==> src/hdl/tts_pkg.sv <==
// Package for the text terminal screen: geometry, character codes, operation codes
// and the request/response types shared by the top level and the cursor unit.
// No dependencies.
package tts_pkg;

  localparam int MAX_COLUMNS = 128;
  localparam int MAX_LINES   = 64;

  // Column and line indexes, and geometry counts that can hold the maximum itself.
  localparam int COL_W   = $clog2(MAX_COLUMNS);
  localparam int LINE_W  = $clog2(MAX_LINES);
  localparam int NCOL_W  = COL_W + 1;
  localparam int NLINE_W = LINE_W + 1;
  localparam int ADDR_W  = LINE_W + COL_W;

  // Fixed field widths of the streams and the configuration registers.
  localparam int CHAR_W     = 7;
  localparam int BYTE_W     = 8;
  localparam int NL_W       = 2;
  localparam int COLS_CFG_W = 8;
  localparam int LINES_CFG_W = 7;
  localparam int CFG_IDX_W  = 2;
  localparam int CFG_DATA_W = 8;
  localparam int S_DATA_W   = 24;
  localparam int M_DATA_W   = 24;

  localparam logic [BYTE_W-1:0] CH_SPACE = 8'd32;
  localparam logic [BYTE_W-1:0] CH_DEL   = 8'd127;
  localparam logic [BYTE_W-1:0] CH_BS    = 8'd8;
  localparam logic [BYTE_W-1:0] CH_CR    = 8'd13;
  localparam logic [BYTE_W-1:0] CH_LF    = 8'd10;
  localparam logic [CHAR_W-1:0] CELL_SPACE = 7'd32;

  typedef enum logic [1:0] {
    MODE_PUT   = 2'd0,
    MODE_READ  = 2'd1,
    MODE_CLEAR = 2'd2,
    MODE_NOP   = 2'd3
  } mode_t;

  localparam logic [NL_W-1:0] NL_CR_NEWLINE = 2'd0;
  localparam logic [NL_W-1:0] NL_LF_NEWLINE = 2'd1;
  localparam logic [NL_W-1:0] NL_SPLIT      = 2'd2;

  localparam logic [CFG_IDX_W-1:0] CFG_NEWLINE_MODE = 2'd0;
  localparam logic [CFG_IDX_W-1:0] CFG_COLUMNS      = 2'd1;
  localparam logic [CFG_IDX_W-1:0] CFG_LINES        = 2'd2;

  localparam logic [NL_W-1:0]        RST_NEWLINE_MODE = 2'd2;
  localparam logic [COLS_CFG_W-1:0]  RST_COLUMNS      = 8'd80;
  localparam logic [LINES_CFG_W-1:0] RST_LINES        = 7'd25;

  typedef struct packed {
    logic [LINE_W-1:0]  row;
    logic [COL_W-1:0]   col;
    logic [NLINE_W-1:0] lines_eff;
    logic [NCOL_W-1:0]  cols_eff;
    logic [NL_W-1:0]    nl_mode;
    logic [BYTE_W-1:0]  char_byte;
  } cursor_req_t;

  typedef struct packed {
    logic [LINE_W-1:0] row_sat;
    logic [COL_W-1:0]  col_sat;
    logic [LINE_W-1:0] row_new;
    logic [COL_W-1:0]  col_new;
    logic              store;
    logic              scroll;
  } cursor_rsp_t;

endpackage

==> src/hdl/tts_cursor.sv <==
// Cursor arithmetic for a put: saturation into the area in use, character
// handling, column wrap and scroll detection. Depends on tts_pkg.
module tts_cursor (
  input  tts_pkg::cursor_req_t req,
  output tts_pkg::cursor_rsp_t rsp
);

  logic [tts_pkg::LINE_W-1:0]  row_sat;
  logic [tts_pkg::COL_W-1:0]   col_sat;
  logic [tts_pkg::NLINE_W-1:0] row1;
  logic [tts_pkg::NCOL_W-1:0]  col1;
  logic                        printable;
  logic                        newline;
  logic                        scroll;

  always_comb begin
    // A geometry change may leave the cursor outside the area; pull it back in.
    if ({1'b0, req.row} >= req.lines_eff) begin
      row_sat = tts_pkg::LINE_W'(req.lines_eff - 1'b1);
    end else begin
      row_sat = req.row;
    end
    if ({1'b0, req.col} >= req.cols_eff) begin
      col_sat = tts_pkg::COL_W'(req.cols_eff - 1'b1);
    end else begin
      col_sat = req.col;
    end

    printable = (req.char_byte >= tts_pkg::CH_SPACE) && (req.char_byte < tts_pkg::CH_DEL);
    newline = ((req.char_byte == tts_pkg::CH_CR) && (req.nl_mode == tts_pkg::NL_CR_NEWLINE))
           || ((req.char_byte == tts_pkg::CH_LF) && (req.nl_mode == tts_pkg::NL_LF_NEWLINE));

    row1 = {1'b0, row_sat};
    col1 = {1'b0, col_sat};
    if (printable) begin
      col1 = col1 + 1'b1;
    end else if (req.char_byte == tts_pkg::CH_BS) begin
      if (col_sat != '0) begin
        col1 = col1 - 1'b1;
      end
    end else if (newline) begin
      row1 = row1 + 1'b1;
      col1 = '0;
    end else if ((req.char_byte == tts_pkg::CH_CR) && (req.nl_mode == tts_pkg::NL_SPLIT)) begin
      col1 = '0;
    end else if ((req.char_byte == tts_pkg::CH_LF) && (req.nl_mode == tts_pkg::NL_SPLIT)) begin
      row1 = row1 + 1'b1;
    end

    if (col1 >= req.cols_eff) begin
      row1 = row1 + 1'b1;
      col1 = '0;
    end
    scroll = (row1 >= req.lines_eff);
    if (scroll) begin
      row1 = req.lines_eff - 1'b1;
    end

    rsp.row_sat = row_sat;
    rsp.col_sat = col_sat;
    rsp.row_new = tts_pkg::LINE_W'(row1);
    rsp.col_new = tts_pkg::COL_W'(col1);
    rsp.store   = printable;
    rsp.scroll  = scroll;
  end

endmodule

==> config.mk <==
export PLATFORM = sky130hd
export DESIGN_NAME = tts_cursor
export DESIGN_NICKNAME = d
export VERILOG_FILES = /design/src/hdl/tts_pkg.sv /design/src/hdl/tts_cursor.sv
export SDC_FILE = /design/constraint.sdc
export NUM_CORES = 1
export LEC_CHECK = 0
export ABC_AREA = 1
export BUFFER_PORTS_ARGS = -buffer_cell sky130_fd_sc_hd__clkbuf_2
export CAP_MARGIN = 20
export CORE_MARGIN = 2
export CORE_UTILIZATION = 40
export DETAILED_ROUTE_END_ITERATION = 7
export GPL_ROUTABILITY_DRIVEN = 0
export PLACE_DENSITY = 0.67
export SLEW_MARGIN = 20
export SYNTH_ARGS = -nofsm -noshare
export SYNTH_HDL_FRONTEND = slang
export SYNTH_SLANG_ARGS = --single-unit
==> constraint.sdc <==
create_clock -name vclk -period 4.3
set_input_delay 0.215 -clock vclk [all_inputs]
set_output_delay 0.215 -clock vclk [all_outputs]
set_load 0.005 [all_outputs]
==> summary.txt <==
Post-Syn Nets -> 475
WS Path Type -> primary input to output port
Max Cap Viol -> 0
Antenna violations before repair -> 0
Diode count -> 0
Status -> finished with violations
Hold path cells -> 4
Unrepaired setup endpoints after global routing -> yes
Max-slew violations -> 0
Cell Area, Placed -> 3100 sq um
Mapped Cells -> 402
Lkg Pwr -> 2.20 nW
Multi-input logic area -> 2520 sq um
Pre-CTS WS -> -0.643 ns
Yosys top cell by area -> ha_1
Synth top area share -> 19.7%
DIE HEIGHT -> 78.6 microns
Core area -> 5440 sq um
Vias in the first global route -> 3,166
Sequential share of the synthesized area -> 0%
Design area -> 4100 sq um
Via/cell ratio -> 5.33
Largest net degree at the start of global routing -> 11
Max Clock Freq -> 205 MHz
Pwr Total -> 712 uW
Setup WS post-layout -> -0.588 ns
Post-route ant nets -> 0
CP top delay family -> simple AND/OR/NAND/NOR gates
FILL cells -> 373
Final worst-path cycle share -> 114%
Max_slew headroom -> 47.7%
Synth Area per Inst -> 5.54 sq um
Fin crit period -> 4.89 ns
FF+latch area -> 0 sq um
Most used cell, CP -> nand2_2
Iteration-0 DRC Markers -> 138
Row cnt -> 27
Die width -> 78.6 microns
WP data arrival -> 4.67 ns
Hold endpoint -> rsp[26]
CP max stage delay -> 0.28 ns
Via count -> 3,373
WL/cell -> 14.9 microns
Placed insts -> 593
Hold_sp -> req[36]
Slowest stage cell, crit path -> ha_4
DRC errors left -> 0
Max VDD drop -> 103 uV
Area contributors post-synth -> ha_1 (20%), nand2_1 (18%), inv_1 (13%)
First-pass GRT wire length -> 13,600 microns
Fin. Hold Viols -> 0
Share of cells above drive strength 1 -> 54.2%
WL final -> 9430 microns
Area delta synth->final -> 84.2%
Pwr dens -> 174 nW/um^2
Io pins -> 66
Clock buffers -> 0
Detailed placer's ending HPWL -> 5870 microns
Final nets -> 636
Worst-margin pin slew -> 0.777 ns
Layout Cells excl Fill -> 633
Synthesized area -> 2230 sq um
Critical path required time -> 4.09 ns
CP Max Fanout -> 7
Full die area -> 6180 sq um
Hold WC Path Type -> primary input to output port
Synth Warn # -> 0
Number of port buffers -> 66
CTS hold repair buffers -> 0
Startpoint Class -> primary input
Final hold slack -> 0.824 ns
Final TNS setup -> -3.56 ns
GRT Resource Usage Total -> 26.0%
Pre-antenna DRT Iters -> 5
Post-layout util -> 75.4%
Endpoint class of the critical path -> output port
CP Buf/Inv Count -> 7
Count of cell types in the netlist -> 35
Violated checks -> setup timing
Seq_cells -> 0
Total congestion overflow -> 0
Initial Utilization -> 40.9%
# setup viols final -> 7
cell usage in the layout (no fill, tap or decap), drive strengths merged, types with 3 or more instances in the layout:
cell type | Yosys | routed
a21oi | 11 | 11
buf | 2 | 105
clkbuf | 1 | 57
ha | 35 | 35
inv | 82 | 82
nand2 | 121 | 121
nand3 | 35 | 35
nand4 | 21 | 21
nor2 | 39 | 39
nor3 | 3 | 3
o21ai | 22 | 22
xor2 | 13 | 13
where the power goes:
group          switching [mW]  leakage [nW]  internal (mW)  total, mW
combinational           0.382          2.20          0.331      0.712
clock                       0             0              0          0
sequential                  0             0              0          0
total                   0.382          2.20          0.331      0.712
cell type report:
| class | count | area share [%] |
|---|---|---|
| timing repair buffer | 162 | 28.2 |
| tap | 72 | 2.20 |
| inverter | 82 | 8.18 |
| multi-input combinational | 317 | 61.5 |
what timing repair did:
action / CTS / global route
setup buffers: 31 / 12
gates resized for setup: 76 / 97
setup endpoints to repair: 7 / 7
pin swaps: 71 / 62
cell families after synthesis:
kind of cell / share of synthesized area, %
xor+xnor: 6.24
fa+ha+maj: 19.7
compound gates: 12.2
simple gates: 47.2
buf+inv: 14.7
routing by layer:
metal  wire (microns)  global-route usage, %  vias up
li1                 -                      -     1620
met1             3640                   30.4     1568
met2             5020                   50.2      146
met3              406                   1.38       39
met4              355                   7.89        0
met5                0                      0        -
synth_stat cells, types with 2 or more instances:
cell	count
nor2_1	31
ha_1	35
xor2_1	12
xnor2_1	2
nand3b_1	2
o22ai_1	2
o21bai_1	2
nand4_1	21
a21oi_1	11
nand2_1	108
inv_1	76
o21ai_2	2
nor2_4	2
nor2_2	6
o21ai_0	16
o21a_1	2
inv_2	6
nand3_2	2
o21ai_1	4
nand2_2	12
nor3_1	2
buf_4	2
nand3_1	32
worst max path at each step:
stage | cells after the start | end | slack, ns | startpoint
after floorplan | 36 | rsp[14] | 0.005 | req[15]
after global placement | 38 | rsp[14] | -0.56 | req[15]
after detailed placement | 38 | rsp[14] | -0.64 | req[15]
after CTS | 36 | rsp[14] | -0.31 | req[15]
after global routing | 35 | rsp[14] | -0.81 | req[11]
final | 33 | rsp[14] | -0.59 | req[15]
Power figures use the tool's default switching activity.
